## src/szbes_pkg.sv

```systemverilog
// Shared types and constants for the sparse zero-block extent splitter.
// Used by szbes_core, szbes_fifo and the top level; depends on nothing else.

package szbes_pkg;

   // Defaults for the top-level parameters. Block size must be a power of two.
   localparam int unsigned BLOCK_SIZE_DEFAULT  = 1024;
   localparam int unsigned LENGTH_BITS_DEFAULT = 32;

   localparam int unsigned POS_BITS       = 64;
   localparam int unsigned BYTE_BITS      = 8;
   // Reported extent lengths never carry more than this many low bits.
   localparam int unsigned OUT_LEN_LIMIT  = 32;

   // Result queue geometry.
   localparam int unsigned FIFO_DEPTH     = 4;
   localparam int unsigned FIFO_PTR_BITS  = $clog2(FIFO_DEPTH);
   localparam int unsigned FIFO_CNT_BITS  = $clog2(FIFO_DEPTH + 1);

   // Results pushed by the core in one cycle: slot1 is only used with slot0.
   typedef struct packed {
      logic slot0;
      logic slot1;
   } push_type;

   // Queue status seen by the core.
   typedef struct packed {
      logic room_for_two;
   } fifo_status_type;

endpackage

```

## src/szbes_fifo.sv

```systemverilog
// Small queue: takes up to two results per cycle, hands out one unless stalled.
// Depends on szbes_pkg for depth, pointer widths and the push/status structs.

module szbes_fifo #(
   parameter int unsigned ENTRY_BITS = 97
) (
   input  logic                            clock,
   input  logic                            reset,
   input  szbes_pkg::push_type             push,
   input  logic [ENTRY_BITS-1:0]           push_data0,
   input  logic [ENTRY_BITS-1:0]           push_data1,
   output szbes_pkg::fifo_status_type      status,
   output logic                            out_valid,
   input  logic                            out_stall,
   output logic [ENTRY_BITS-1:0]           out_data
);

   localparam int unsigned DEPTH    = szbes_pkg::FIFO_DEPTH;
   localparam int unsigned PTR_BITS = szbes_pkg::FIFO_PTR_BITS;
   localparam int unsigned CNT_BITS = szbes_pkg::FIFO_CNT_BITS;

   logic [ENTRY_BITS-1:0] mem_ff [DEPTH];
   logic [PTR_BITS-1:0]   wr_ptr_ff, wr_ptr_in;
   logic [PTR_BITS-1:0]   rd_ptr_ff, rd_ptr_in;
   logic [CNT_BITS-1:0]   count_ff, count_in;
   logic [PTR_BITS-1:0]   wr_ptr_next1;
   logic [CNT_BITS-1:0]   push_n;
   logic                  pop;

   assign out_valid    = (count_ff != '0);
   assign out_data     = mem_ff[rd_ptr_ff];
   assign pop          = out_valid && !out_stall;
   assign wr_ptr_next1 = wr_ptr_ff + PTR_BITS'(1);

   // Room is judged on the registered count only, so stall does not feed back.
   assign status.room_for_two = (count_ff <= CNT_BITS'(DEPTH - 2));

   always_comb begin
      push_n    = CNT_BITS'(push.slot0) + CNT_BITS'(push.slot1);
      wr_ptr_in = wr_ptr_ff + PTR_BITS'(push_n);
      rd_ptr_in = pop ? rd_ptr_ff + PTR_BITS'(1) : rd_ptr_ff;
      count_in  = count_ff + push_n - CNT_BITS'(pop);
   end

   always_ff @(posedge clock) begin
      if (reset) begin
         wr_ptr_ff <= '0;
         rd_ptr_ff <= '0;
         count_ff  <= '0;
      end else begin
         wr_ptr_ff <= wr_ptr_in;
         rd_ptr_ff <= rd_ptr_in;
         count_ff  <= count_in;
      end
   end

   always_ff @(posedge clock) begin
      if (push.slot0) begin
         mem_ff[wr_ptr_ff] <= push_data0;
      end
      if (push.slot1) begin
         mem_ff[wr_ptr_next1] <= push_data1;
      end
   end

`ifndef SYNTHESIS
   a_count_bound: assert property (@(posedge clock) disable iff (reset)
      count_ff <= CNT_BITS'(DEPTH))
      else $error("result queue count beyond depth");

   a_slot_order: assert property (@(posedge clock) disable iff (reset)
      push.slot1 |-> push.slot0)
      else $error("second result pushed without first");

   a_drain: assert property (@(posedge clock) disable iff (reset)
      (pop && !push.slot0) |=> (count_ff == $past(count_ff) - CNT_BITS'(1)))
      else $error("result queue count did not drop on pop");
`endif

endmodule

```

## src/szbes_core.sv

```systemverilog
// Request register plus one pass of chunk tracking and extent merging.
// Depends on szbes_pkg; feeds up to two results per request into szbes_fifo.

module szbes_core #(
   parameter int unsigned BLOCK_SIZE  = szbes_pkg::BLOCK_SIZE_DEFAULT,
   parameter int unsigned LENGTH_BITS = szbes_pkg::LENGTH_BITS_DEFAULT,
   parameter int unsigned ENTRY_BITS  = szbes_pkg::POS_BITS + LENGTH_BITS + 1
) (
   input  logic                                 clock,
   input  logic                                 reset,
   input  logic                                 req_valid,
   output logic                                 req_stall,
   input  logic [szbes_pkg::BYTE_BITS-1:0]      req_byte_value,
   input  logic [szbes_pkg::POS_BITS-1:0]       req_start_position,
   input  logic                                 req_first_byte,
   input  logic                                 req_last_byte,
   input  szbes_pkg::fifo_status_type           status,
   output szbes_pkg::push_type                  push,
   output logic [ENTRY_BITS-1:0]                push_data0,
   output logic [ENTRY_BITS-1:0]                push_data1
);

   localparam int unsigned POS_BITS   = szbes_pkg::POS_BITS;
   localparam int unsigned BLOCK_BITS = $clog2(BLOCK_SIZE);
   localparam int unsigned CLEN_BITS  = BLOCK_BITS + 1;
   // Run length register: wide enough for a whole chunk, 64 bits if the
   // length field is too narrow for a full block.
   localparam int unsigned RUN_BITS   = (LENGTH_BITS > BLOCK_BITS) ? LENGTH_BITS : POS_BITS;
   localparam int unsigned SUM_BITS   = RUN_BITS + 1;
   localparam logic [64:0] LEN_MAX_W  = (65'd1 << LENGTH_BITS) - 65'd1;

   // Request register
   logic                        s1_valid_ff, s1_valid_in;
   logic [szbes_pkg::BYTE_BITS-1:0] s1_byte_ff;
   logic [POS_BITS-1:0]         s1_start_ff;
   logic                        s1_first_ff;
   logic                        s1_last_ff;
   logic                        accept;
   logic                        fire;

   // Stream state
   logic [POS_BITS-1:0]   cur_pos_ff,  cur_pos_in;
   logic [BLOCK_BITS-1:0] fill_ff,     fill_in;
   logic                  nonzero_ff,  nonzero_in;
   logic                  head_ff,     head_in;
   logic [POS_BITS-1:0]   run_start_ff, run_start_in;
   logic [RUN_BITS-1:0]   run_len_ff,  run_len_in;
   logic                  gap_ff,      gap_in;

   // Working values
   logic [POS_BITS-1:0]   e_pos, e_run_start, pos_next, c_start;
   logic [BLOCK_BITS-1:0] e_fill;
   logic                  e_nonzero, e_head, e_gap;
   logic [RUN_BITS-1:0]   e_run_len, c_run_len;
   logic [POS_BITS-1:0]   c_run_start;
   logic                  chunk_end, keep, emit_pend, c_gap;
   logic [CLEN_BITS-1:0]  clen;
   logic [SUM_BITS-1:0]   run_sum;
   logic                  clen_fits, saturate;
   logic [LENGTH_BITS-1:0] pend_len_out, done_len_out;
   logic [ENTRY_BITS-1:0] pend_entry, done_entry;

   assign fire        = s1_valid_ff && status.room_for_two;
   assign req_stall   = s1_valid_ff && !status.room_for_two;
   assign accept      = req_valid && !req_stall;
   assign s1_valid_in = accept ? 1'b1 : (fire ? 1'b0 : s1_valid_ff);

   always_ff @(posedge clock) begin
      if (reset) begin
         s1_valid_ff <= 1'b0;
      end else begin
         s1_valid_ff <= s1_valid_in;
      end
   end

   always_ff @(posedge clock) begin
      if (accept) begin
         s1_byte_ff  <= req_byte_value;
         s1_start_ff <= req_start_position;
         s1_first_ff <= req_first_byte;
         s1_last_ff  <= req_last_byte;
      end
   end

   always_comb begin
      // A first byte reopens the buffer at its start offset.
      if (s1_first_ff) begin
         e_pos       = s1_start_ff;
         e_fill      = '0;
         e_nonzero   = 1'b0;
         e_head      = (s1_start_ff[BLOCK_BITS-1:0] != '0);
         e_run_start = s1_start_ff;
         e_run_len   = '0;
         e_gap       = 1'b0;
      end else begin
         e_pos       = cur_pos_ff;
         e_fill      = fill_ff;
         e_nonzero   = nonzero_ff;
         e_head      = head_ff;
         e_run_start = run_start_ff;
         e_run_len   = run_len_ff;
         e_gap       = gap_ff;
      end

      e_nonzero = e_nonzero || (s1_byte_ff != '0);
      pos_next  = e_pos + POS_BITS'(1);
      chunk_end = s1_last_ff || (&e_pos[BLOCK_BITS-1:0]);
      clen      = CLEN_BITS'(e_fill) + CLEN_BITS'(1);
      c_start   = e_pos - POS_BITS'(e_fill);
      keep      = e_head || e_nonzero;

      run_sum   = SUM_BITS'(e_run_len) + SUM_BITS'(clen);
      clen_fits = (65'(clen) <= LEN_MAX_W);
      saturate  = clen_fits && (65'(run_sum) > LEN_MAX_W);

      // Merge the closed chunk into the pending extent.
      emit_pend   = 1'b0;
      c_run_start = e_run_start;
      c_run_len   = e_run_len;
      c_gap       = e_gap;
      if (keep) begin
         if (e_gap || e_run_len == '0) begin
            emit_pend   = (e_run_len != '0);
            c_run_start = c_start;
            c_run_len   = RUN_BITS'(clen);
            c_gap       = 1'b0;
         end else begin
            c_run_len = saturate ? RUN_BITS'(LEN_MAX_W) : RUN_BITS'(run_sum);
         end
      end else begin
         c_gap = 1'b1;
      end

      // Reported lengths keep only the low bits of the field.
      for (int i = 0; i < LENGTH_BITS; i++) begin
         pend_len_out[i] = (i < szbes_pkg::OUT_LEN_LIMIT) ? e_run_len[i] : 1'b0;
         done_len_out[i] = (i < szbes_pkg::OUT_LEN_LIMIT) ? c_run_len[i] : 1'b0;
      end
      pend_entry = {e_run_start, pend_len_out, 1'b0};
      if (c_run_len != '0) begin
         done_entry = {c_run_start, done_len_out, 1'b1};
      end else begin
         done_entry = {POS_BITS'(0), LENGTH_BITS'(0), 1'b1};
      end

      // Next state
      cur_pos_in   = pos_next;
      fill_in      = e_fill;
      nonzero_in   = e_nonzero;
      head_in      = e_head;
      run_start_in = e_run_start;
      run_len_in   = e_run_len;
      gap_in       = e_gap;
      if (!chunk_end) begin
         fill_in = e_fill + BLOCK_BITS'(1);
      end else if (s1_last_ff) begin
         fill_in      = '0;
         nonzero_in   = 1'b0;
         head_in      = (pos_next[BLOCK_BITS-1:0] != '0);
         run_start_in = pos_next;
         run_len_in   = '0;
         gap_in       = 1'b0;
      end else begin
         fill_in      = '0;
         nonzero_in   = 1'b0;
         head_in      = 1'b0;
         run_start_in = c_run_start;
         run_len_in   = c_run_len;
         gap_in       = c_gap;
      end

      // Results: pending extent first, then the done mark.
      push.slot0 = fire && chunk_end && (emit_pend || s1_last_ff);
      push.slot1 = fire && chunk_end && emit_pend && s1_last_ff;
      push_data0 = emit_pend ? pend_entry : done_entry;
      push_data1 = done_entry;
   end

   always_ff @(posedge clock) begin
      if (reset) begin
         cur_pos_ff   <= '0;
         fill_ff      <= '0;
         nonzero_ff   <= 1'b0;
         head_ff      <= 1'b0;
         run_start_ff <= '0;
         run_len_ff   <= '0;
         gap_ff       <= 1'b0;
      end else if (fire) begin
         cur_pos_ff   <= cur_pos_in;
         fill_ff      <= fill_in;
         nonzero_ff   <= nonzero_in;
         head_ff      <= head_in;
         run_start_ff <= run_start_in;
         run_len_ff   <= run_len_in;
         gap_ff       <= gap_in;
      end
   end

`ifndef SYNTHESIS
   a_stall_needs_item: assert property (@(posedge clock) disable iff (reset)
      !s1_valid_ff |-> !req_stall)
      else $error("request stalled with empty request register");

   a_push_has_room: assert property (@(posedge clock) disable iff (reset)
      push.slot0 |-> status.room_for_two)
      else $error("result pushed without queue room");

   a_done_last: assert property (@(posedge clock) disable iff (reset)
      (fire && s1_last_ff) |=> (fill_ff == '0 && run_len_ff == '0 && !gap_ff))
      else $error("buffer state not reopened after last byte");
`endif

endmodule

```

## src/sparse_zero_block_extent_splitter.sv

```systemverilog
// Top level of the sparse zero-block extent splitter.
// Depends on szbes_pkg, szbes_core and szbes_fifo.
//
//   channel  prefix  direction  handshake       payload
//   request  req_    in         valid / stall   byte_value, start_position, first/last
//   result   rsp_    out        valid / stall   extent_position, extent_length, done
//
// One byte per cycle while not stalled; results go from the request register into a
// four-entry queue and leave it one per cycle while rsp_stall is low; every request
// needs two free entries in the queue to leave the request register.
// Reset is synchronous and clears the stream state to offset zero, no buffer open.
// Request stall rises only while the queue lacks room for two results.

module sparse_zero_block_extent_splitter #(
   parameter int unsigned BLOCK_SIZE  = szbes_pkg::BLOCK_SIZE_DEFAULT,
   parameter int unsigned LENGTH_BITS = szbes_pkg::LENGTH_BITS_DEFAULT
) (
   input  logic                              clock,
   input  logic                              reset,
   input  logic                              req_valid,
   output logic                              req_stall,
   input  logic [szbes_pkg::BYTE_BITS-1:0]   req_byte_value,
   input  logic [szbes_pkg::POS_BITS-1:0]    req_start_position,
   input  logic                              req_first_byte,
   input  logic                              req_last_byte,
   output logic                              rsp_valid,
   input  logic                              rsp_stall,
   output logic [szbes_pkg::POS_BITS-1:0]    rsp_extent_position,
   output logic [LENGTH_BITS-1:0]            rsp_extent_length,
   output logic                              rsp_buffer_done
);

   localparam int unsigned ENTRY_BITS = szbes_pkg::POS_BITS + LENGTH_BITS + 1;

   szbes_pkg::push_type         push;
   szbes_pkg::fifo_status_type  status;
   logic [ENTRY_BITS-1:0]       push_data0, push_data1, out_data;

   szbes_core #(
      .BLOCK_SIZE  (BLOCK_SIZE),
      .LENGTH_BITS (LENGTH_BITS),
      .ENTRY_BITS  (ENTRY_BITS)
   ) u_core (
      .clock              (clock),
      .reset              (reset),
      .req_valid          (req_valid),
      .req_stall          (req_stall),
      .req_byte_value     (req_byte_value),
      .req_start_position (req_start_position),
      .req_first_byte     (req_first_byte),
      .req_last_byte      (req_last_byte),
      .status             (status),
      .push               (push),
      .push_data0         (push_data0),
      .push_data1         (push_data1)
   );

   szbes_fifo #(
      .ENTRY_BITS (ENTRY_BITS)
   ) u_fifo (
      .clock      (clock),
      .reset      (reset),
      .push       (push),
      .push_data0 (push_data0),
      .push_data1 (push_data1),
      .status     (status),
      .out_valid  (rsp_valid),
      .out_stall  (rsp_stall),
      .out_data   (out_data)
   );

   assign rsp_extent_position = out_data[ENTRY_BITS-1 -: szbes_pkg::POS_BITS];
   assign rsp_extent_length   = out_data[LENGTH_BITS:1];
   assign rsp_buffer_done     = out_data[0];

endmodule
```

## config.mk

```make
export PLATFORM = sky130hd
export DESIGN_NAME = sparse_zero_block_extent_splitter
export DESIGN_NICKNAME = d
export VERILOG_FILES = /design/src/szbes_pkg.sv /design/src/szbes_fifo.sv /design/src/szbes_core.sv /design/src/sparse_zero_block_extent_splitter.sv
export SDC_FILE = /design/constraint.sdc
export NUM_CORES = 1
export LEC_CHECK = 0
export BUFFER_PORTS_ARGS = -buffer_cell sky130_fd_sc_hd__buf_2
export CAP_MARGIN = 5
export CORE_MARGIN = 1.5
export CORE_UTILIZATION = 54
export CTS_CLUSTER_DIAMETER = 40
export DETAILED_ROUTE_END_ITERATION = 10
export PLACE_DENSITY_LB_ADDON = 0.1
export SKIP_LAST_GASP = 1
export SYNTH_ARGS = -nofsm -noshare
export SYNTH_HDL_FRONTEND = slang
export SYNTH_SLANG_ARGS = --single-unit
```

## constraint.sdc

```tcl
create_clock -name clock -period 19.65 [get_ports clock]
set_input_delay 1.965 -clock clock [delete_from_list [all_inputs] [get_ports clock]]
set_output_delay 1.965 -clock clock [all_outputs]
set_load 0.01 [all_outputs]
```

; Yosys cells after proc, flatten, opt, wreduce, memory -nomap -nowiden
; Memory sizes are Yosys's and may differ from the RTL's. A register that Yosys moved wholly into a read port is not among the register bits.
; Index checks and enable logic that the tools add are counted.
[word_totals]
reg_bits = 255
wordCells = 90
input_bits = 78
mem_bits_rw = 388
memories = 1
out_inout_bits = 99
[memory_table]
columns = memory, words, width, read_ports, rd_clocked_by_memory_dff, wr, line_no
row1 = u_fifo.mem_ff, 4, 97, 1, 1, 2, szbes_fifo.sv:22  ; logic [ENTRY_BITS-1:0] mem_ff [DEPTH];
[classes]
n_mux = 36
addsub = 11
magnitude_cmp = 2
n_reduce_logical = 25
[op_table]
columns = op, n
row1 = two-way mux 64 bit, 6
row2 = two-way mux 97 bit, 2
row3 = two-way mux 32 bit, 6
row4 = "adder 64 x 1 -> 64 bit, second input constant", 1
row5 = nonzero test 32 bit, 2
row6 = subtractor 64 x 10 -> 64 bit, 1
row7 = adder 32 x 11 -> 33 bit, 1
row8 = "greater-than comparator 33 x 32 -> 1 bit, second input constant", 1
row9 = logical NOT 32 bit, 1
row10 = two-way mux 10 bit, 2
row11 = nonzero test 10 bit, 2
row12 = two-way mux 1 bit, 18
row13 = "adder 10 x 1 -> 11 bit, second input constant", 1
row14 = "adder 10 x 1 -> 10 bit, second input constant", 1
row15 = AND reduction 10 bit, 1
row16 = logical AND 1 bit, 8
row17 = nonzero test 8 bit, 1
row18 = logical OR 1 bit, 5
row19 = "adder 2 x 1 -> 2 bit, second input constant", 2
row20 = two-way mux 2 bit, 2
row21 = adder 3 bit, 1
row22 = "<= comparator 3 x 2 -> 1 bit, second input constant", 1
row23 = logical NOT 1 bit, 3
row24 = nonzero test 3 bit, 1
row25 = 4 further kinds, 4

; Longest topological paths before layout
[depth]
ltp_word = 10
mapped_depth = 24
ltp_nobuf = 17

; By module
; Synthesis repeated with hierarchy kept, for this count alone.
[hier_totals]
hier_cells = 3495
area_unflattened_um2 = 37910.1
[modules_own_cells]
columns = mod, seq_area_each_um2, n_inst, area_per_inst_um2, cells_each
row1 = szbes_fifo, 11831.3, 1, 19064.5, 990
row2 = szbes_core, 5705.5, 1, 18845.6, 2505

; Worst setup path after synthesis
; No wires, ideal clock.
[synth_path]
path_kind = register to register
start = register u_core.s1_first_ff
end = memory u_fifo.mem_ff[2][10] (enable)
n_path_buf = 7
arrival_time_ps = 9235
stages_incl_launch_ff = 12
period_less_slack_ps = 9920
path_slack_ps = 9730
cell_sequence = edfxtp_1 > buf_2 > buf_6 > buf_2 > buf_2 > buf_2 > buf_2 > nor4_2 > clkbuf_1 > and2_1 > nand2_1 > o21ai_0
[synth_lines]
columns = element, line_no
row1 = "start, declared", szbes_core.sv:36  ; logic s1_first_ff;
row2 = "start signal, assigned", szbes_core.sv:80  ; s1_first_ff <= req_first_byte;
row3 = "end, declared", szbes_fifo.sv:22

==> PnR_summary.wiki <==
{| class="wikitable"
! Metric !! Value
|-
| Final GP Congestion || ~0.98
|-
| Initial detailed-routing violation count || between 3000 and 4000
|-
| Average instance area after synthesis || 10.5 um2
|-
| TritonCTS clock tree || yes
|-
| Std-Cell Core Area || 0.0633 mm2
|-
| Unrepaired setup endpoints after global routing || no
|-
| Maximum clock rate || approximately 140 MHz
|-
| Post-layout nets || roughly 3500
|-
| Total vias in the final route || around 29000
|-
| Yosys warns || 0
|-
| Power per cell area || 109 mW/mm2
|-
| Global-route wire length before repair || ~170 mm
|-
| Clock tree buffer depth || 3
|-
| Type of origin of the critical path || flip-flop
|-
| Total of buffers placed on input and output ports || between 150 and 200
|-
| Commonest register cell after synthesis || sky130_fd_sc_hd__edfxtp_1
|-
| Slew margin rel. || under 10%
|-
| Data arrival, critical path || between 7 and 8 ns
|-
| Floorplan row count || 92
|-
| Number of hold violations in the final report || 0
|-
| Vertical extent of the die || roughly 260 um
|-
| Endpoints failing setup || 0
|-
| Die outline area || about 0.066 mm2
|-
| Yosys reg bits || roughly 650
|-
| Critical Path Slowest Stage Cell || sky130_fd_sc_hd__buf_4
|-
| Tcrit/Tclk final || a little under two fifths
|-
| Routed length per instance || between 20 and 30 um
|-
| Fraction of final layout cells with drive strength greater than 1 || between 10% and 20%
|-
| CP Max Fanout || 67
|-
| Number of distinct library cells after synthesis || 89
|-
| Category of the worst setup path capture point || flip-flop
|-
| Top area cells in the synthesized netlist || sky130_fd_sc_hd__edfxtp_1 (40%), sky130_fd_sc_hd__dfxtp_1 (11%), sky130_fd_sc_hd__mux4_2 (6.3%)
|-
| Clock insertion delay at the later pin of the skew report || roughly 0.67 ns
|-
| Final critical-path setup slack || 12.36 ns
|-
| CP required || around 20 ns
|-
| X dimension of the die || approximately 260 um
|-
| Number of flops mapped to enable cells by yosys || around 460
|-
| Post_cts resized || 0
|-
| Leading area contributor after synthesis || sky130_fd_sc_hd__edfxtp_1
|-
| Initial Util || a little over half
|-
| Top cells by instance count after synthesis || sky130_fd_sc_hd__edfxtp_1 (458), sky130_fd_sc_hd__nor2_1 (360), sky130_fd_sc_hd__nand2_1 (327), sky130_fd_sc_hd__o22ai_1 (303), sky130_fd_sc_hd__a21oi_1 (226)
|-
| Area Overhead vs Synth || 14.0%
|-
| Post-DP HPWL || between 70 and 80 mm
|-
| Number of buffers created by CTS || 100
|-
| Clock Root Buffer || sky130_fd_sc_hd__clkbuf_16
|-
| Static power due to leakage || ~13 nW
|-
| Slowest Stage Delay on Critical Path || 0.95 ns
|-
| Final cell utilization of the core || roughly 62%
|-
| Outcome || finished clean
|-
| Tot GR Track Use || approximately 36%
|-
| Reg clk slew, reported paths || roughly 0.05 ns
|-
| Worst voltage drop across the vdd grid || approximately 0.099 mV
|-
| Io pins || 177
|-
| Setup repair bufs after CTS || 0
|-
| Pin count of the biggest net entering global routing || 96
|-
| Number of sinks on the clock net || 645
|-
| Final total negative setup slack || 0 ns
|-
| Power Total || between 4 and 5 mW
|-
| Initial antenna violation count || 3
|-
| Pin slew with the least headroom to its limit || about 1.4 ns
|-
| Yosys top cell area share || around 40%
|-
| Count of maximum capacitance violations || 0
|-
| Detailed-router iteration count before antenna repair || 8
|-
| Worst min-delay path class || flip-flop to flip-flop
|-
| Vias per Instance || 6.67
|-
| Post-Syn Nets || ~3400
|-
| Mapped cell area || roughly 0.035 mm2
|-
| Routed WL || around 120 mm
|-
| Fin crit period || ~7.3 ns
|-
| Sequential cell area fraction in the yosys report || 50.4%
|-
| Post-DRT Antenna Nets || 0
|-
| Hold buffer count at cts || 0
|-
| Share of async-settable or async-resettable flops after synthesis || 0%
|-
| Clock H-tree levels || 3
|-
| Worst Skew || 0.0412 ns
|-
| Cells traversed along the worst timing path || buf_4, clkinv_1, buf_4, a21o_1, ha_1, inv_1, a221oi_1, and3_1, buf_4, a21oi_1, nor3_1, nand2_1, o21ai_4, buf_4
|-
| Placement-stage worst setup slack || 12.32 ns
|-
| Most frequent cell after synthesis || sky130_fd_sc_hd__edfxtp_1
|-
| Overflow left after global routing || 0
|-
| Cell count after synthesis || around 3300
|-
| Vias in the first global route || roughly 27000
|-
| Most numerous cell on the critical path || sky130_fd_sc_hd__buf_4
|-
| Slew Viols, Final || 0
|-
| Classification of the worst setup path || flip-flop to flip-flop
|-
| DR DRC count || 0
|}
==> metrics by stage <==
step | hold WS, ns | cell area [um2] | std cells
floorplan | 0.419 | 34700 | 3313
global placement | 0.429 | 36000 | 4126
detailed placement | 0.439 | 36000 | 4126
CTS | 0.446 | 39500 | 4316
global route | 0.472 | 39500 | 4316
finish | 0.450 | 39500 | 4317
==> critical path, delay by kind of cell (launching register included) <==
kind | cells | cell delay [ns]
AOI/OAI and AO/OA | 4 | 1.71
adders and majority gates | 1 | 0.21
buffers and inverters | 6 | 2.72
DFF | 1 | 0.35
and+or+nand+nor | 3 | 1.78
==> layout make-up <==
type / instances / area, um2
Fill cell: 5121 / 23800
Sequential cell: 645 / 17500
Multi-Input combinational cell: 2370 / 16000
Clock buffer: 119 / 2700
Timing Repair Buffer: 228 / 1280
Tap cell: 846 / 1060
Clock inverter: 71 / 878
Inverter: 37 / 139
Antenna cell: 1 / 2.50
==> cells by family after synthesis <==
family          Yosys count  synth area share, %
simple gates           1049                 14.1
compound gates          887                 15.8
flops                   645                 50.4
buf+inv                 298                 3.98
mux                     251                 10.8
xor+xnor                155                 3.91
fa+ha+maj                28                 1.05
==> state kept, by name, summed over array words and instances, names as in the netlist, named ones only <==
name and flops:
u_fifo.rd_ptr_ff 2, u_fifo.mem_ff 388, u_core.s1_last_ff 1, u_core.nonzero_ff 1
u_fifo.wr_ptr_ff 2, u_fifo.count_ff 3, u_core.s1_byte_ff 8, u_core.gap_ff 1
u_core.s1_first_ff 1, u_core.head_ff 1, u_core.s1_valid_ff 1, u_core.run_start_ff 64
u_core.run_len_ff 32, u_core.cur_pos_ff 64, u_core.fill_ff 10, u_core.s1_start_ff 64
==> report_power, final <==
group,switching (mW),internal (mW)
combinational,0.547,0.326
clock,0.705,1.15
sequential,0.0690,1.52
total,1.32,3.00
==> routing by layer <==
layer,global-route usage (%),up-vias,routed length [um],part of all wire [%]
li1,-,12734,-,-
met1,53.3,14041,49900,42
met2,49.0,1858,49700,42
met3,12.0,145,17400,15
met4,9.10,6,2460,2.1
met5,0,-,40,0.033
==> final timing paths <==
path | startpoint | to | slack [ns] | depth (start not counted)
worst min register to register | u_fifo.mem_ff[1][0] | u_fifo.mem_ff[1][0] | 0.45 | 2
worst max-delay path | u_core.s1_first_ff | u_fifo.mem_ff[0][53] | 12.36 | 14
worst max register to register | u_core.s1_first_ff | u_fifo.mem_ff[0][53] | 12.36 | 14
worst min-delay path | u_fifo.mem_ff[1][0] | u_fifo.mem_ff[1][0] | 0.45 | 2
==> placed cells by master, fill, tap and decap left out, types with 12 or more instances in the layout <==
master                        n
sky130_fd_sc_hd__mux2i_1    133
sky130_fd_sc_hd__inv_1       35
sky130_fd_sc_hd__buf_4       52
sky130_fd_sc_hd__or3_1       15
sky130_fd_sc_hd__nor2b_1     28
sky130_fd_sc_hd__o22ai_1    303
sky130_fd_sc_hd__edfxtp_1   458
sky130_fd_sc_hd__a21oi_1    226
sky130_fd_sc_hd__buf_2      175
sky130_fd_sc_hd__a31oi_1     15
sky130_fd_sc_hd__o21ai_1     12
sky130_fd_sc_hd__and2_1      19
sky130_fd_sc_hd__mux2_2      20
sky130_fd_sc_hd__o211ai_1    13
sky130_fd_sc_hd__nor3b_1     14
sky130_fd_sc_hd__o21ai_0    122
sky130_fd_sc_hd__nand4_1     21
sky130_fd_sc_hd__inv_6       21
sky130_fd_sc_hd__xor2_1      66
sky130_fd_sc_hd__nand3b_1    26
sky130_fd_sc_hd__nor4_1      30
sky130_fd_sc_hd__xnor2_1     89
sky130_fd_sc_hd__nand3_1     53
sky130_fd_sc_hd__clkbuf_16  104
sky130_fd_sc_hd__a211oi_1    51
sky130_fd_sc_hd__nor3_1      65
sky130_fd_sc_hd__nand2_1    324
sky130_fd_sc_hd__ha_1        26
sky130_fd_sc_hd__nor2_1     355
sky130_fd_sc_hd__mux4_2      97
sky130_fd_sc_hd__nand2b_1    13
sky130_fd_sc_hd__dfxtp_1    185
sky130_fd_sc_hd__and3_1      19
sky130_fd_sc_hd__a22oi_1     34
Note: power is estimated with default switching activity, not from simulation.
